[src/rtl/assert_macros.svh]
// Assertion shorthands shared by the RTL. Each expects clk and rst_n in scope.
`ifndef ASSERT_MACROS_SVH
`define ASSERT_MACROS_SVH

// A condition that must hold at every clock edge out of reset.
`define ASSERT_ALWAYS(label, cond, msg) \
  label: assert property (@(posedge clk) disable iff (!rst_n) (cond)) else $error(msg);

// An implication checked at every clock edge out of reset.
`define ASSERT_IMPLIES(label, ante, cons, msg) \
  label: assert property (@(posedge clk) disable iff (!rst_n) (ante) |-> (cons)) \
    else $error(msg);

`endif

[src/rtl/pts_pkg.sv]
`default_nettype none

package pts_pkg;

  // Operation codes carried in the input item.
  typedef enum logic [1:0] {
    OP_ADD    = 2'd0,
    OP_WAIT   = 2'd1,
    OP_SIGNAL = 2'd2,
    OP_YIELD  = 2'd3
  } opcode_t;

  // Fault codes reported with each result.
  localparam logic [1:0] FAULT_NONE     = 2'd0;
  localparam logic [1:0] FAULT_FULL     = 2'd1;
  localparam logic [1:0] FAULT_OCCUPIED = 2'd2;

  // Microprogram addresses.
  typedef enum logic [2:0] {
    U_FETCH,
    U_ADD,
    U_WAIT,
    U_SIGNAL,
    U_SCAN_INIT,
    U_SCAN,
    U_COMMIT,
    U_EMIT
  } upc_t;

  // Condition under which a step is allowed to execute.
  typedef enum logic [1:0] {
    HOLD_NONE,
    HOLD_IN,
    HOLD_OUT
  } hold_t;

  // Datapath action of a step.
  typedef enum logic [2:0] {
    ACT_LATCH,
    ACT_ADD,
    ACT_WAIT,
    ACT_SIGNAL,
    ACT_SCAN_INIT,
    ACT_SCAN_STEP,
    ACT_COMMIT,
    ACT_EMIT
  } act_t;

  // Sequencing of a step.
  typedef enum logic [1:0] {
    J_GOTO,
    J_DISPATCH,
    J_IF_SLOT,
    J_LOOP
  } jump_t;

  typedef struct packed {
    hold_t hold;
    act_t  act;
    jump_t jump;
    upc_t  target;
  } ucode_t;

  // Control store of the sequencer.
  function automatic ucode_t ucode_rom(input upc_t addr);
    ucode_t w;
    case (addr)
      U_FETCH:     w = '{HOLD_IN,   ACT_LATCH,     J_DISPATCH, U_FETCH};
      U_ADD:       w = '{HOLD_NONE, ACT_ADD,       J_GOTO,     U_EMIT};
      U_WAIT:      w = '{HOLD_NONE, ACT_WAIT,      J_IF_SLOT,  U_SCAN_INIT};
      U_SIGNAL:    w = '{HOLD_NONE, ACT_SIGNAL,    J_GOTO,     U_EMIT};
      U_SCAN_INIT: w = '{HOLD_NONE, ACT_SCAN_INIT, J_GOTO,     U_SCAN};
      U_SCAN:      w = '{HOLD_NONE, ACT_SCAN_STEP, J_LOOP,     U_COMMIT};
      U_COMMIT:    w = '{HOLD_NONE, ACT_COMMIT,    J_GOTO,     U_EMIT};
      U_EMIT:      w = '{HOLD_OUT,  ACT_EMIT,      J_GOTO,     U_FETCH};
      default:     w = '{HOLD_IN,   ACT_LATCH,     J_DISPATCH, U_FETCH};
    endcase
    return w;
  endfunction

endpackage

`default_nettype wire

[src/rtl/priority_task_scheduler_top.sv]
// Add and signal run their own step and then emit, as does a wait on an out-of-range
// condition; yield and an in-range wait first scan the task table and commit the best task.
// The priority scan examines one task per cycle; the next item is taken only after emit.
// A new item is taken while the previous result still waits on the output register.
// Reset (rst_n low at a clock edge, synchronous) leaves only the idle task, all slots empty.
`default_nettype none

module priority_task_scheduler_top
  import pts_pkg::*;
#(
  parameter int MAX_TASKS      = 8,
  parameter int NUM_CONDITIONS = 8,
  parameter int PRIORITY_BITS  = 8
) (
  input  wire logic        clk,
  input  wire logic        rst_n,
  input  wire logic        in_tvalid,
  output logic             in_tready,
  // [1:0] opcode, [9:2] task_priority, [12:10] condition_id, [15:13] zero
  input  wire logic [15:0] in_tdata,
  output logic             out_tvalid,
  input  wire logic        out_tready,
  // [2:0] current_task, [6:3] task_total, [8:7] fault, [24:9] error_total, [31:25] zero
  output logic [31:0]      out_tdata
);

  `include "assert_macros.svh"

  // Task index and task count widths. The count must be able to hold MAX_TASKS itself.
  localparam int TIDX_W = $clog2(MAX_TASKS);
  localparam int TCNT_W = $clog2(MAX_TASKS + 1);
  // The condition field is three bits wide, so at most eight slots can ever be reached.
  localparam int SLOT_COUNT = (NUM_CONDITIONS < 8) ? NUM_CONDITIONS : 8;
  localparam int SLOT_W     = (SLOT_COUNT > 1) ? $clog2(SLOT_COUNT) : 1;

  // Sequencer state.
  upc_t   upc_r, upc_nxt;
  ucode_t uw;
  logic   step_go;

  // Latched input item.
  logic [1:0] item_op_r;
  logic [7:0] item_prio_r;
  logic [2:0] item_cond_r;

  // Task table and scheduler state.
  logic [PRIORITY_BITS-1:0] prio_r [MAX_TASKS];
  logic [MAX_TASKS-1:0]     runnable_r;
  logic [TCNT_W-1:0]        task_number_r;
  logic [TIDX_W-1:0]        running_r;
  logic [SLOT_COUNT-1:0]    slot_valid_r;
  logic [TIDX_W-1:0]        slot_task_r [SLOT_COUNT];
  logic [15:0]              err_r;
  logic [1:0]               fault_r;

  // Scan datapath.
  logic [TCNT_W-1:0]        walk_r;
  logic [TIDX_W-1:0]        best_r;
  logic [PRIORITY_BITS-1:0] best_prio_r;

  // Output register.
  logic        out_tvalid_r;
  logic [31:0] out_tdata_r;

  // Derived datapath values.
  logic [PRIORITY_BITS+7:0] prio_ext;
  logic [PRIORITY_BITS-1:0] new_prio;
  logic [SLOT_W+2:0]        cond_ext;
  logic [SLOT_W-1:0]        slot_idx;
  logic                     cond_ok;
  logic [TIDX_W-1:0]        add_idx;
  logic [TIDX_W-1:0]        walk_idx;
  logic                     scan_more;
  logic                     table_full;
  logic [TIDX_W+2:0]        cur_ext;
  logic [TCNT_W+3:0]        tot_ext;

  assign uw = ucode_rom(upc_r);

  // A step executes once its handshake condition is met; otherwise it holds.
  always_comb begin
    case (uw.hold)
      HOLD_IN:  step_go = in_tvalid;
      HOLD_OUT: step_go = !out_tvalid_r || out_tready;
      default:  step_go = 1'b1;
    endcase
  end

  assign in_tready = (uw.hold == HOLD_IN);

  // The stored priority keeps the low PRIORITY_BITS bits of the field.
  assign prio_ext = {{PRIORITY_BITS{1'b0}}, item_prio_r};
  assign new_prio = prio_ext[PRIORITY_BITS-1:0];

  assign cond_ext   = {{SLOT_W{1'b0}}, item_cond_r};
  assign slot_idx   = cond_ext[SLOT_W-1:0];
  assign cond_ok    = (32'(item_cond_r) < SLOT_COUNT);
  assign add_idx    = task_number_r[TIDX_W-1:0];
  assign walk_idx   = walk_r[TIDX_W-1:0];
  assign scan_more  = (walk_r < task_number_r);
  assign table_full = (task_number_r == TCNT_W'(MAX_TASKS));

  assign cur_ext = {3'b000, running_r};
  assign tot_ext = {4'b0000, task_number_r};

  // Step counter: next address from the control word.
  always_comb begin
    upc_nxt = upc_r;
    if (step_go) begin
      case (uw.jump)
        J_DISPATCH: begin
          case (opcode_t'(in_tdata[1:0]))
            OP_ADD:    upc_nxt = U_ADD;
            OP_WAIT:   upc_nxt = U_WAIT;
            OP_SIGNAL: upc_nxt = U_SIGNAL;
            default:   upc_nxt = U_SCAN_INIT;
          endcase
        end
        J_IF_SLOT: upc_nxt = cond_ok ? uw.target : U_EMIT;
        J_LOOP:    upc_nxt = scan_more ? upc_r : uw.target;
        default:   upc_nxt = uw.target;
      endcase
    end
  end

  always_ff @(posedge clk) begin
    if (!rst_n) begin
      upc_r <= U_FETCH;
    end else begin
      upc_r <= upc_nxt;
    end
  end

  // Control state: task table flags, counts, running task, slots, error counter, output valid.
  always_ff @(posedge clk) begin
    if (!rst_n) begin
      runnable_r    <= {{(MAX_TASKS-1){1'b0}}, 1'b1};
      task_number_r <= TCNT_W'(1);
      running_r     <= '0;
      slot_valid_r  <= '0;
      err_r         <= '0;
      out_tvalid_r  <= 1'b0;
    end else begin
      // A new result loaded in the same cycle keeps the register full.
      if (out_tvalid_r && out_tready && !(step_go && (uw.act == ACT_EMIT))) begin
        out_tvalid_r <= 1'b0;
      end
      if (step_go) begin
        case (uw.act)
          ACT_ADD: begin
            if (!table_full) begin
              runnable_r[add_idx] <= 1'b1;
              task_number_r       <= task_number_r + TCNT_W'(1);
            end
          end
          ACT_WAIT: begin
            if (cond_ok) begin
              if (slot_valid_r[slot_idx] && (err_r != 16'hFFFF)) begin
                err_r <= err_r + 16'd1;
              end
              slot_valid_r[slot_idx] <= 1'b1;
              runnable_r[running_r]  <= 1'b0;
            end
          end
          ACT_SIGNAL: begin
            if (cond_ok && slot_valid_r[slot_idx]) begin
              runnable_r[slot_task_r[slot_idx]] <= 1'b1;
              slot_valid_r[slot_idx]            <= 1'b0;
            end
          end
          ACT_COMMIT: running_r <= best_r;
          ACT_EMIT:   out_tvalid_r <= 1'b1;
          default: ;
        endcase
      end
    end
  end

  // Payload registers: item, priorities, slot owners, scan datapath, fault and result.
  always_ff @(posedge clk) begin
    if (step_go) begin
      case (uw.act)
        ACT_LATCH: begin
          item_op_r   <= in_tdata[1:0];
          item_prio_r <= in_tdata[9:2];
          item_cond_r <= in_tdata[12:10];
          fault_r     <= FAULT_NONE;
        end
        ACT_ADD: begin
          if (table_full) begin
            fault_r <= FAULT_FULL;
          end else begin
            prio_r[add_idx] <= new_prio;
          end
        end
        ACT_WAIT: begin
          if (cond_ok) begin
            if (slot_valid_r[slot_idx]) begin
              fault_r <= FAULT_OCCUPIED;
            end
            slot_task_r[slot_idx] <= running_r;
          end
        end
        ACT_SCAN_INIT: begin
          // The idle task always has priority zero.
          walk_r      <= TCNT_W'(1);
          best_r      <= '0;
          best_prio_r <= '0;
        end
        ACT_SCAN_STEP: begin
          if (scan_more) begin
            if (runnable_r[walk_idx] && (prio_r[walk_idx] > best_prio_r)) begin
              best_r      <= walk_idx;
              best_prio_r <= prio_r[walk_idx];
            end
            walk_r <= walk_r + TCNT_W'(1);
          end
        end
        ACT_EMIT: begin
          out_tdata_r <= {7'b0, err_r, fault_r, tot_ext[3:0], cur_ext[2:0]};
        end
        default: ;
      endcase
    end
  end

  assign out_tvalid = out_tvalid_r;
  assign out_tdata  = out_tdata_r;

  // The table always holds the idle task and never more than MAX_TASKS entries.
  `ASSERT_ALWAYS(a_task_count,
    (task_number_r != '0) && (32'(task_number_r) <= MAX_TASKS),
    "task count out of range")

  // Between items the running task is runnable, unless it is the idle task.
  `ASSERT_IMPLIES(a_running_runnable, upc_r == U_FETCH,
    (running_r == '0) || runnable_r[running_r], "running task is blocked")

  // The error counter only ever counts up.
  `ASSERT_IMPLIES(a_err_monotonic, $past(rst_n), err_r >= $past(err_r),
    "error count went down")

  // A result appears only after the emit step.
  `ASSERT_IMPLIES(a_emit_source, $rose(out_tvalid_r), $past(upc_r == U_EMIT),
    "result raised outside the emit step")

  // Item opcode is only consulted for dispatch; keep the latched copy consistent.
  `ASSERT_IMPLIES(a_dispatch_match, (upc_r == U_ADD),
    opcode_t'(item_op_r) == OP_ADD, "add step entered for another opcode")

endmodule

`default_nettype wire
[config.mk]
export PLATFORM = sky130hd
export DESIGN_NAME = priority_task_scheduler_top
export DESIGN_NICKNAME = d
export VERILOG_FILES = /design/src/rtl/pts_pkg.sv /design/src/rtl/priority_task_scheduler_top.sv
export VERILOG_INCLUDE_DIRS = /design/src /design/src/rtl
export SDC_FILE = /design/constraint.sdc
export NUM_CORES = 1
export LEC_CHECK = 0
export ABC_AREA = 1
export BUFFER_PORTS_ARGS = -buffer_cell sky130_fd_sc_hd__buf_2
export CELL_PAD_IN_SITES_DETAIL_PLACEMENT = 1
export CELL_PAD_IN_SITES_GLOBAL_PLACEMENT = 1
export CORE_UTILIZATION = 30
export CTS_CLUSTER_SIZE = 25
export DETAILED_ROUTE_END_ITERATION = 16
export PLACE_DENSITY = 0.51
export SKIP_LAST_GASP = 1
export SLEW_MARGIN = 20
export SYNTH_ARGS = -nofsm -noshare
export SYNTH_HDL_FRONTEND = slang
export SYNTH_SLANG_ARGS = --single-unit
[constraint.sdc]
create_clock -name clk -period 4.15 [get_ports clk]
set_input_delay 0.6225 -clock clk [delete_from_list [all_inputs] [get_ports clk]]
set_output_delay 0.6225 -clock clk [all_outputs]
set_load 0.1 [all_outputs]
==> results.sh, run 1 <==
export IMPL_critical_path_max_stage_delay_ns=0.36
export IMPL_synth_top_cell_by_area="edfxtp_1"
export IMPL_synth_fa_ha_area_share_pct=3.508
export IMPL_total_gr_overflow=0
export IMPL_start_util_pct=30.81
export IMPL_worst_r2r_endpoint="best_r[2]"
export IMPL_holdWs_ns=0.3591
export IMPL_cts_sink_count=200
export IMPL_grt_pass1_wl_um=35090
export IMPL_drive_above_1_share_pct=13.59
export IMPL_post_route_drc_count=0
export IMPL_share_of_the_synthesized_area_in_compound_gates_ao_oa_aoi_oai_pct=9.416
export IMPL_timing_final_crit_period_ns=2.949
export IMPL_seq_area_frac_synth_pct=60.74
export IMPL_report_final_hold_viol_count=0
export IMPL_worstPathArrival_ns=3.08
export IMPL_max_vdd_ir_drop_uv=223.3
export IMPL_cts_hold_buffers=0
export IMPL_synth_top_cell_area_share_pct=47.49
export IMPL_clock_pin_transition_on_the_worst_setup_and_hold_timing_paths_ns=0.09
export IMPL_final_setup_viol_count=0
export IMPL_timing_final_ws_setup_ns=1.201
export IMPL_worst_hold_path_endpoint="item_prio_r[4]"
export IMPL_drt_first_iter_violations=301
export IMPL_timing_worst_slew_pin_value_ns=0.8631
export IMPL_gpl_final_weighted_congestion=0.7184
export IMPL_synthesized_instance_count=902
export IMPL_netlist_area_um2=8916
export IMPL_power_density_cell_area_nw_per_um2=599.2
export IMPL_grtUsageTotal_pct=15.07
export IMPL_preCtsSetupSlack_ns=1.106
export IMPL_critPathSlowestCell="inv_1"
export IMPL_placed_cells_incl_taps=1316
export IMPL_antenna_diode_count=0
export IMPL_grt_start_max_net_pins=33
export IMPL_synth_top_cells_by_area="edfxtp_1 47%, dfxtp_1 13%, nand2_1 8.4%, inv_1 4.3%, ha_1 3.5%"
export IMPL_rr_worst_depth=14
export IMPL_area_growth_syn_to_layout_pct=14.08
export IMPL_post_dp_cell_area_um2=9544
export IMPL_main_combinational_cell_family_by_area_after_synthesis="simple AND/OR/NAND/NOR gates"
export IMPL_crit_path_frequent_cell="o21ai_0"
export IMPL_top_cell_types_by_occurrence_after_synthesis="199 x nand2_1, 141 x edfxtp_1, 103 x inv_1"
export IMPL_totalWireLength_um=21580
export IMPL_cts_repair_resize_count=0
export IMPL_cp_cell_sequence="inv_1 > buf_4 > o21ai_0 > o221ai_1 > o21ai_0 > ha_1 > inv_1 > a21oi_1 > o21ai_0 > nand2_1 > o211ai_1 > nand3_1 > a21oi_1 > buf_4"
export IMPL_postSynth_asyncResetShare_pct=0
export IMPL_cts_tree="yes"
export IMPL_grt_antenna_before_repair=0
export IMPL_design_final_nets=996
export IMPL_layout_cells_non_filler=1348
export IMPL_avgRoutedWirePerCell_um=16.01
export IMPL_die_width_um=174.4
export IMPL_clockBufferDepth=2
export IMPL_placement_io_buffers=43
export IMPL_timing_worst_setup_path_type="flip-flop to flip-flop"
export IMPL_cts_buffers_inserted=17
export IMPL_edff_count_synth=141
export IMPL_max_clock_freq_ghz=0.3391
export IMPL_cells_on_worst_hold_path=1
export IMPL_synth_top_flop_cell="edfxtp_1"
export IMPL_r2r_slack_ns=1.20
export IMPL_via_count=6105
export IMPL_cts_htree_levels=4
export IMPL_startpoint_class="flip-flop"
export IMPL_worst_hold_startpoint="in_tdata[6]"
export IMPL_synthMostInstantiatedCell="nand2_1"
export IMPL_cp_top_family="buffers and inverters"
export IMPL_fillers=3296
export IMPL_die_height_um=174.4
export IMPL_worst_path_buf_inv=4
export IMPL_period_share_pct=71.07
export IMPL_die_area_um2=30410
export IMPL_fin_util_pct=35.15
export IMPL_final_max_slew_viol_count=0
export IMPL_maxSlewHeadroom_pct=42.25
export IMPL_placeableCoreArea_um2=28940
export IMPL_run_status="completed"
export IMPL_grt_setup_unrepaired="no"
export IMPL_dpl_hpwl_um=14970
export IMPL_power_static_leakage_nw=3.913
export IMPL_tns_ns=0
export IMPL_synth_seq_cells=200
export IMPL_worstHoldPathType="primary input to flip-flop"
export IMPL_synth_distinct_cells=40
export IMPL_crit_fanout=17
export IMPL_power_total_mw=6.095
export IMPL_postRouteAntennaNets=0
export IMPL_muxShareOfSynthArea_pct=0
export IMPL_clk_latency_ns=0.44
export IMPL_worst_setup_path_end_kind="flip-flop"
export IMPL_synth_simple_gate_area_share_pct=18.30
export IMPL_fin_area_um2=10170
export IMPL_drt_pass1_iterations=4
export IMPL_post_synth_xor_area_fraction_pct=1.375
export IMPL_max_cap_violations=0
export IMPL_yosys_warnings=0
export IMPL_postSynthAreaPerCell_um2=9.885
export IMPL_boundaryPins=54
export IMPL_placement_rows=62
export IMPL_first_global_vias=6307
export IMPL_postCtsSetupRepairBufs=0
export IMPL_finClkSkew_ns=0.02076
export IMPL_via_per_inst=4.529
export IMPL_root_driver="clkbuf_16"
export IMPL_timing_critical_path_required_ns=4.28
worst register-to-register path, cell delays in order (launching register included):
cell	delay, ns
dfxtp_1	0.32
inv_1	0.36
buf_4	0.31
o21ai_0	0.10
o221ai_1	0.17
o21ai_0	0.18
ha_1	0.23
inv_1	0.05
a21oi_1	0.05
o21ai_0	0.15
nand2_1	0.07
o211ai_1	0.10
nand3_1	0.15
a21oi_1	0.17
buf_4	0.24
cells by family after synthesis:
| family | count (synthesis) |
|---|---|
| other | 1 |
| AO/OA/AOI/OAI | 150 |
| adder cells (fa/ha/maj) | 25 |
| buffers and inverters | 141 |
| AND/OR/NAND/NOR | 371 |
| XOR/XNOR | 14 |
| flip-flops | 200 |
metal layers:
metal | GRT usage, % | wire, µm
met1 | 20.71 | 10810
met3 | 2.034 | 520
met2 | 24.62 | 9997
met5 | 0 | 0
met4 | 4.459 | 256
layout make-up:
cell class | count | area (µm²) | area share [%]
repair buffers | 51 | 275.3 | 2.706
clock inverters | 15 | 201.4 | 1.981
multi-input cells | 567 | 2938 | 28.88
well taps | 384 | 480.5 | 4.724
flip-flops and latches | 200 | 5415 | 53.24
inverters | 114 | 435.4 | 4.281
clock buffers | 17 | 425.4 | 4.183
how the worst max path moves through the flow:
stage	start	to	slack (ns)	cells past startpoint
after floorplan	uw[9]	out_tdata[0]	0.30	6
after global placement	flip-flop	best_prio_r[7]	1.16	14
after detailed placement	flip-flop	best_prio_r[5]	1.11	14
after CTS	flip-flop	best_r[1]	1.08	14
after global routing	flip-flop	best_r[1]	0.78	14
final	flip-flop	best_r[2]	1.20	14
sequential cells by signal, summed over array words and instances (netlist names), 4 cells and up, named ones only:
| name | count |
|---|---|
| best_prio_r | 8 |
| err_r | 16 |
| item_prio_r | 8 |
| out_tdata | 25 |
| prio_r | 64 |
| runnable_r | 8 |
| slot_task_r | 24 |
| task_number_r | 4 |
| uw | 10 |
| walk_r | 4 |
power by group:
group | internal (mW) | switching (mW) | leakage, nW
Sequential | 2.47 | 0.265 | 1.75
Clock | 0.843 | 0.901 | 0.304
Combinational | 0.465 | 1.15 | 1.86
Total | 3.78 | 2.32 | 3.91
layout by cell type, fill, tap and decap left out, drive strengths merged:
| cell | instances |
|---|---|
| inv | 123 |
| nand3 | 43 |
| o41ai | 3 |
| o221ai | 1 |
| clkinv | 6 |
| o21ai | 73 |
| buf | 51 |
| xnor2 | 4 |
| ha | 25 |
| a21oi | 57 |
| o211ai | 1 |
| clkbuf | 17 |
| or2 | 1 |
| conb | 7 |
| o22ai | 15 |
| nor3 | 24 |
| nand2 | 214 |
| nor4 | 2 |
| xor2 | 10 |
| edfxtp | 141 |
| nor2 | 82 |
| dfxtp | 59 |
| and3 | 1 |
| nand4 | 4 |
No activity file was read; power rests on OpenSTA's default activity.
==> run 2, diff against run 1 <==
--- a/config.mk
+++ b/config.mk
@@ -6,7 +6,7 @@
 export SDC_FILE = /design/constraint.sdc
 export NUM_CORES = 1
 export LEC_CHECK = 0
-export ABC_AREA = 1
+export ABC_AREA = 0
 export BUFFER_PORTS_ARGS = -buffer_cell sky130_fd_sc_hd__buf_2
 export CELL_PAD_IN_SITES_DETAIL_PLACEMENT = 1
 export CELL_PAD_IN_SITES_GLOBAL_PLACEMENT = 1
==> constraint.sdc (replaced) <==
create_clock -name clk -period 2.4 [get_ports clk]
set_input_delay 0.36 -clock clk [delete_from_list [all_inputs] [get_ports clk]]
set_output_delay 0.36 -clock clk [all_outputs]
set_load 0.1 [all_outputs]
==> run 2 against run 1 <==
- the flow now finishes with violations (setup timing)
- worst setup slack got worse by 1.7 ns
- non-clock buffer count increased by 71
- utilization is 2.7 points higher
- sequential power rose by 72%
- critical endpoint is now best_prio_r[3]
==> results.sh, run 2 <==
export IMPL_report_final_hold_viol_count=0
export IMPL_startpoint_class="flip-flop"
export IMPL_synth_fa_ha_area_share_pct=3.589
export IMPL_synth_top_cells_by_area="edfxtp_1 49%, dfxtp_1 14%, mux4_2 6.2%, ha_1 3.6%, mux2i_1 2.8%"
export IMPL_area_growth_syn_to_layout_pct=24.19
export IMPL_postSynthAreaPerCell_um2=13.70
export IMPL_synth_top_cell_by_area="edfxtp_1"
export IMPL_avgRoutedWirePerCell_um=19.10
export IMPL_grtUsageTotal_pct=15.81
export IMPL_worstHoldPathType="primary input to flip-flop"
export IMPL_timing_final_ws_setup_ns=-0.5153
export IMPL_timing_critical_path_required_ns=2.55
export IMPL_placement_io_buffers=43
export IMPL_regMostFlops="prio_r"
export IMPL_clock_pin_transition_on_the_worst_setup_and_hold_timing_paths_ns=0.08
export IMPL_clockBufferDepth=2
export IMPL_drt_first_iter_violations=253
export IMPL_max_clock_freq_ghz=0.3430
export IMPL_first_global_vias=6073
export IMPL_muxShareOfSynthArea_pct=10.90
export IMPL_largest_register_ff_count=64
export IMPL_final_setup_viol_count=11
export IMPL_finClkSkew_ns=0.01670
export IMPL_grt_antenna_before_repair=0
export IMPL_cts_buffers_inserted=17
export IMPL_yosys_warnings=0
export IMPL_worstPathArrival_ns=3.07
export IMPL_postSynth_asyncResetShare_pct=0
export IMPL_top_cell_types_by_occurrence_after_synthesis="141 x edfxtp_1, 59 x dfxtp_1, 41 x nand2_1"
export IMPL_max_cap_violations=0
export IMPL_worst_setup_path_end_kind="flip-flop"
export IMPL_cts_htree_levels=4
export IMPL_drive_above_1_share_pct=29.78
export IMPL_total_gr_overflow=0
export IMPL_start_util_pct=30.44
export IMPL_drt_pass1_iterations=4
export IMPL_failed_checks="setup timing"
export IMPL_grt_pass1_wl_um=34870
export IMPL_main_combinational_cell_family_by_area_after_synthesis="multiplexers"
export IMPL_netlist_area_um2=8715
export IMPL_timing_worst_slew_pin_value_ns=0.6540
export IMPL_edff_count_synth=141
export IMPL_via_per_inst=4.804
export IMPL_seq_area_frac_synth_pct=62.14
export IMPL_synthMostInstantiatedCell="edfxtp_1"
export IMPL_maxSlewHeadroom_pct=56.34
export IMPL_power_static_leakage_nw=4.005
export IMPL_gpl_final_weighted_congestion=0.7775
export IMPL_power_density_cell_area_nw_per_um2=1014
export IMPL_cts_hold_buffers=0
export IMPL_grt_start_max_net_pins=34
export IMPL_synth_top_cell_area_share_pct=48.59
export IMPL_timing_final_crit_period_ns=2.915
export IMPL_share_of_the_synthesized_area_in_compound_gates_ao_oa_aoi_oai_pct=8.528
export IMPL_totalWireLength_um=21830
export IMPL_post_synth_xor_area_fraction_pct=0.5025
export IMPL_cts_sink_count=200
export IMPL_design_final_nets=791
export IMPL_postRouteAntennaNets=0
export IMPL_period_share_pct=121.5
export IMPL_synth_top_flop_cell="edfxtp_1"
export IMPL_post_route_drc_count=0
export IMPL_run_status="complete, but fails checks"
export IMPL_most_frequent_standard_cell_in_the_layout_excluding_fill_and_tap_cells="edfxtp_1"
export IMPL_die_width_um=172.4
export IMPL_synth_seq_cells=200
export IMPL_synthesized_instance_count=636
export IMPL_clk_latency_ns=0.44
export IMPL_synth_distinct_cells=69
export IMPL_placement_rows=62
export IMPL_antenna_diode_count=0
export IMPL_grt_setup_unrepaired="yes"
export IMPL_boundaryPins=54
export IMPL_preCtsSetupSlack_ns=-0.5709
export IMPL_timing_worst_setup_path_type="flip-flop to flip-flop"
export IMPL_final_max_slew_viol_count=0
export IMPL_die_height_um=172.4
export IMPL_die_area_um2=29730
export IMPL_root_driver="clkbuf_16"
export IMPL_crit_fanout=8
export IMPL_tns_ns=-5.561
export IMPL_max_vdd_ir_drop_uv=503.0
export IMPL_synth_simple_gate_area_share_pct=10.74
export IMPL_placeableCoreArea_um2=28630
export IMPL_mostFrequentLayoutCells="141 x edfxtp_1, 64 x buf_4, 56 x dfxtp_1"
export IMPL_dpl_hpwl_um=15290
export IMPL_cts_tree="yes"
export IMPL_via_count=5491
run 2: cell types whose count changed after synthesis, moves of 15 or more:
cell / delta
a21oi_1: -27
inv_1: -72
mux2i_1: +24
mux4_2: +24
nand2_1: -158
nand2b_1: +17
nand3_1: -23
nor2_1: -45
o21ai_0: -52
o22ai_1: -15
run 2: final cells by class:
cell class / count / area [µm²]
fillers: 2988 / 17800
flip-flops and latches: 200 / 5421
multi-input cells: 373 / 3253
repair buffers: 122 / 968.4
well taps: 384 / 480.5
clock buffers: 17 / 425.4
clock inverters: 15 / 148.9
inverters: 32 / 125.1
run 2: cell families after synthesis:
| family | Yosys count |
|---|---|
| DFF | 200 |
| and+or+nand+nor | 179 |
| AOI/OAI and AO/OA | 95 |
| buffers and inverters | 69 |
| muxes | 62 |
| adders and majority gates | 25 |
| xor gates and xnor gates | 5 |
| other | 1 |
run 2: path summary, 6_finish.rpt:
| path | start | to | slack (ns) | cells past startpoint |
|---|---|---|---|---|
| worst max-delay path | flip-flop | best_prio_r[3] | -0.52 | 9 |
| worst min-delay path | in_tdata[5] | item_prio_r[3] | 0.1 | 1 |
| worst max register to register | flip-flop | best_prio_r[3] | -0.52 | 9 |
| worst min register to register | fault_r[0] | out_tdata[7] | 0.46 | 0 |
run 2: metal layers:
metal	track usage, %	vias up	routed length (µm)
met5	0	-	0
met4	4.348	0	254
met3	2.976	16	556
met2	27.84	60	11170
met1	19.66	2793	9850
li1	-	2622	-
run 2: critical path, stage by stage (launching register included):
cell	delay [ns]
dfxtp_4	0.40
buf_12	0.16
mux4_2	0.50
mux2_4	0.31
ha_4	0.22
nand4_1	0.13
o21ai_1	0.08
or4_4	0.50
o32ai_4	0.16
buf_12	0.17
run 2: timing repair:
item,4_1_cts,5_1_grt
setup endpoints to repair,14,17
setup buffers,2,3
gates resized for setup,8,6
gates cloned,1,0
pin swaps,4,6
run 2: power breakdown:
group	total, mW	internal [mW]	switching (mW)	leakage (nW)
Combinational	3.44	1.60	1.84	1.88
Clock	2.83	1.39	1.44	0.283
Sequential	4.70	4.27	0.432	1.84
run 2: stage by stage:
step	std cells	utilization, %	area [µm²]	hold slack (ns)	total power, mW
floorplan	642	-	8976	0.4003	6.732
global placement	1104	35.32	10110	0.4607	7.974
detailed placement	1105	35.36	10120	0.4501	8.089
CTS	1140	37.60	10760	0.07906	11.02
global route	1143	37.81	10820	0.07749	11.54
finish	1143	37.81	10820	0.09610	10.97
==> run 3, diff against run 2 <==
--- a/config.mk
+++ b/config.mk
@@ -14,6 +14,7 @@
 export CTS_CLUSTER_SIZE = 25
 export DETAILED_ROUTE_END_ITERATION = 16
 export PLACE_DENSITY = 0.51
+export SKIP_CTS_REPAIR_TIMING = 1
 export SKIP_LAST_GASP = 1
 export SLEW_MARGIN = 20
 export SYNTH_ARGS = -nofsm -noshare
==> run 3 against run 2 <==
- the flow still finishes with violations (setup timing)
- clock power about the same
- cell count grew 0.17%
- sequential share of layout area hardly changed
- clock skew is essentially flat
- critical path depth unchanged
- register-to-register slack about the same
- fmax about the same
- total power barely moved
- hold slack got worse by 0.00097 ns
- non-clock buffer count grew 2
- wire length down 0.11%
- critical path type unchanged
- largest cell class unchanged
==> results.sh, run 3 (synthesis gave the netlist of run 2 again) <==
export IMPL_run_status="complete, but fails checks"
export IMPL_failed_checks="setup timing"
export IMPL_die_area_um2=29730
export IMPL_sequential_cell_area_um2=5421
export IMPL_via_per_inst=4.778
export IMPL_power_static_leakage_nw=4.010
export IMPL_cp_top_family="multiplexers"
export IMPL_mostFrequentLayoutCells="141 x edfxtp_1, 66 x buf_4, 56 x dfxtp_1"
export IMPL_multiInputGateArea_um2=3249
export IMPL_antenna_diode_count=0
export IMPL_cts_tree="yes"
export IMPL_root_driver="clkbuf_16"
export IMPL_grt_pass1_wl_um=34480
export IMPL_cts_htree_levels=4
export IMPL_timing_worst_slew_pin_value_ns=0.6567
export IMPL_fillers=2989
export IMPL_timing_final_crit_period_ns=2.914
export IMPL_avgRoutedWirePerCell_um=19.04
export IMPL_most_frequent_standard_cell_in_the_layout_excluding_fill_and_tap_cells="edfxtp_1"
export IMPL_holdWs_ns=0.09512
export IMPL_drt_pass1_iterations=4
export IMPL_cts_buffers_inserted=17
export IMPL_timing_final_ws_setup_ns=-0.5136
export IMPL_cts_sink_count=200
export IMPL_power_density_cell_area_nw_per_um2=1013
export IMPL_totalWireLength_um=21800
export IMPL_clockBufferDepth=2
export IMPL_worst_path_buf_inv=2
export IMPL_die_height_um=172.4
export IMPL_area_growth_syn_to_layout_pct=24.29
export IMPL_drt_first_iter_violations=259
export IMPL_fin_area_um2=10830
export IMPL_cp_cell_sequence="clkbuf_16 > mux4_2 > mux2_2 > ha_4 > nand4_1 > o21ai_1 > or4_4 > o32ai_4 > buf_12"
export IMPL_crit_fanout=8
export IMPL_total_gr_overflow=0
export IMPL_placement_io_buffers=43
export IMPL_via_count=5471
export IMPL_tns_ns=-5.589
export IMPL_dpl_hpwl_um=15290
export IMPL_max_cap_violations=0
export IMPL_die_width_um=172.4
export IMPL_postRouteAntennaNets=0
export IMPL_drive_above_1_share_pct=29.96
export IMPL_timing_worst_setup_path_type="flip-flop to flip-flop"
export IMPL_design_final_nets=793
export IMPL_first_global_vias=6022
export IMPL_worstHoldPathType="primary input to flip-flop"
export IMPL_report_final_hold_viol_count=0
export IMPL_gpl_final_weighted_congestion=0.7775
export IMPL_startpoint_class="flip-flop"
export IMPL_grt_antenna_before_repair=0
export IMPL_max_clock_freq_ghz=0.3432
export IMPL_grt_setup_unrepaired="yes"
export IMPL_largest_register_ff_count=64
export IMPL_start_util_pct=30.44
export IMPL_clock_pin_transition_on_the_worst_setup_and_hold_timing_paths_ns=0.08
export IMPL_regMostFlops="prio_r"
export IMPL_timing_critical_path_required_ns=2.55
export IMPL_final_setup_viol_count=13
export IMPL_placeableCoreArea_um2=28630
export IMPL_max_vdd_ir_drop_uv=507.3
export IMPL_maxSlewHeadroom_pct=56.16
export IMPL_placement_rows=62
export IMPL_critical_path_max_stage_delay_ns=0.50
export IMPL_critPathSlowestCell="or4_4"
export IMPL_grt_start_max_net_pins=34
export IMPL_clk_latency_ns=0.45
export IMPL_final_max_slew_viol_count=0
export IMPL_grtUsageTotal_pct=15.62
export IMPL_post_dp_cell_area_um2=10120
export IMPL_boundaryPins=54
export IMPL_post_route_drc_count=0
export IMPL_worst_setup_path_end_kind="flip-flop"
export IMPL_period_share_pct=121.4
export IMPL_worstPathArrival_ns=3.07
export IMPL_finClkSkew_ns=0.01675
## run 3: cell types whose count changed in the layout (fill, tap and decap cells not counted)
cell | previous run | this run
buf_4 | 64 | 66
mux2_4 | 6 | 5
buf_16 | 1 | 0
clkbuf_16 | 17 | 18
mux2_2 | 7 | 8
## run 3: report_power, final
group	total (mW)	switching [mW]	internal [mW]
Clock	2.83	1.44	1.39
Combinational	3.44	1.84	1.60
Sequential	4.70	0.433	4.27
Total	11.0	3.71	7.26
## run 3: worst paths after layout
| check | start | end | slack (ns) | cells past startpoint |
|---|---|---|---|---|
| setup reg to reg | flip-flop | best_prio_r[3] | -0.51 | 9 |
| hold / removal | in_tdata[5] | item_prio_r[3] | 0.1 | 1 |
| setup / recovery | flip-flop | best_prio_r[3] | -0.51 | 9 |
| hold reg to reg | fault_r[0] | out_tdata[7] | 0.46 | 0 |
## run 3: through the flow
| stage | setup WS (ns) | utilization [%] | std cells | power (mW) |
|---|---|---|---|---|
| 2_1_floorplan | -0.4868 | - | 642 | 6.732 |
| 3_3_place_gp | -0.5231 | 35.32 | 1104 | 7.974 |
| 3_5_place_dp | -0.5709 | 35.36 | 1105 | 8.089 |
| 4_1_cts | -0.5709 | 37.37 | 1137 | 10.94 |
| 5_1_grt | -0.6207 | 37.84 | 1145 | 11.54 |
| 6_report | -0.5136 | 37.84 | 1145 | 10.97 |
## run 3: layout make-up
| type | count | share of cell area, % |
|---|---|---|
| multi-input cells | 373 | 30.00 |
| clock inverters | 15 | 1.375 |
| flip-flops and latches | 200 | 50.05 |
| clock buffers | 17 | 3.927 |
| well taps | 384 | 4.436 |
| inverters | 32 | 1.155 |
| repair buffers | 124 | 9.056 |
## run 3: per-layer routing
| metal | routed length [µm] | global-route usage (%) | vias up |
|---|---|---|---|
| li1 | - | - | 2625 |
| met1 | 9913 | 19.43 | 2774 |
| met2 | 11110 | 27.45 | 56 |
| met3 | 522 | 2.976 | 16 |
| met4 | 254 | 4.348 | 0 |
| met5 | 0 | 0 | - |
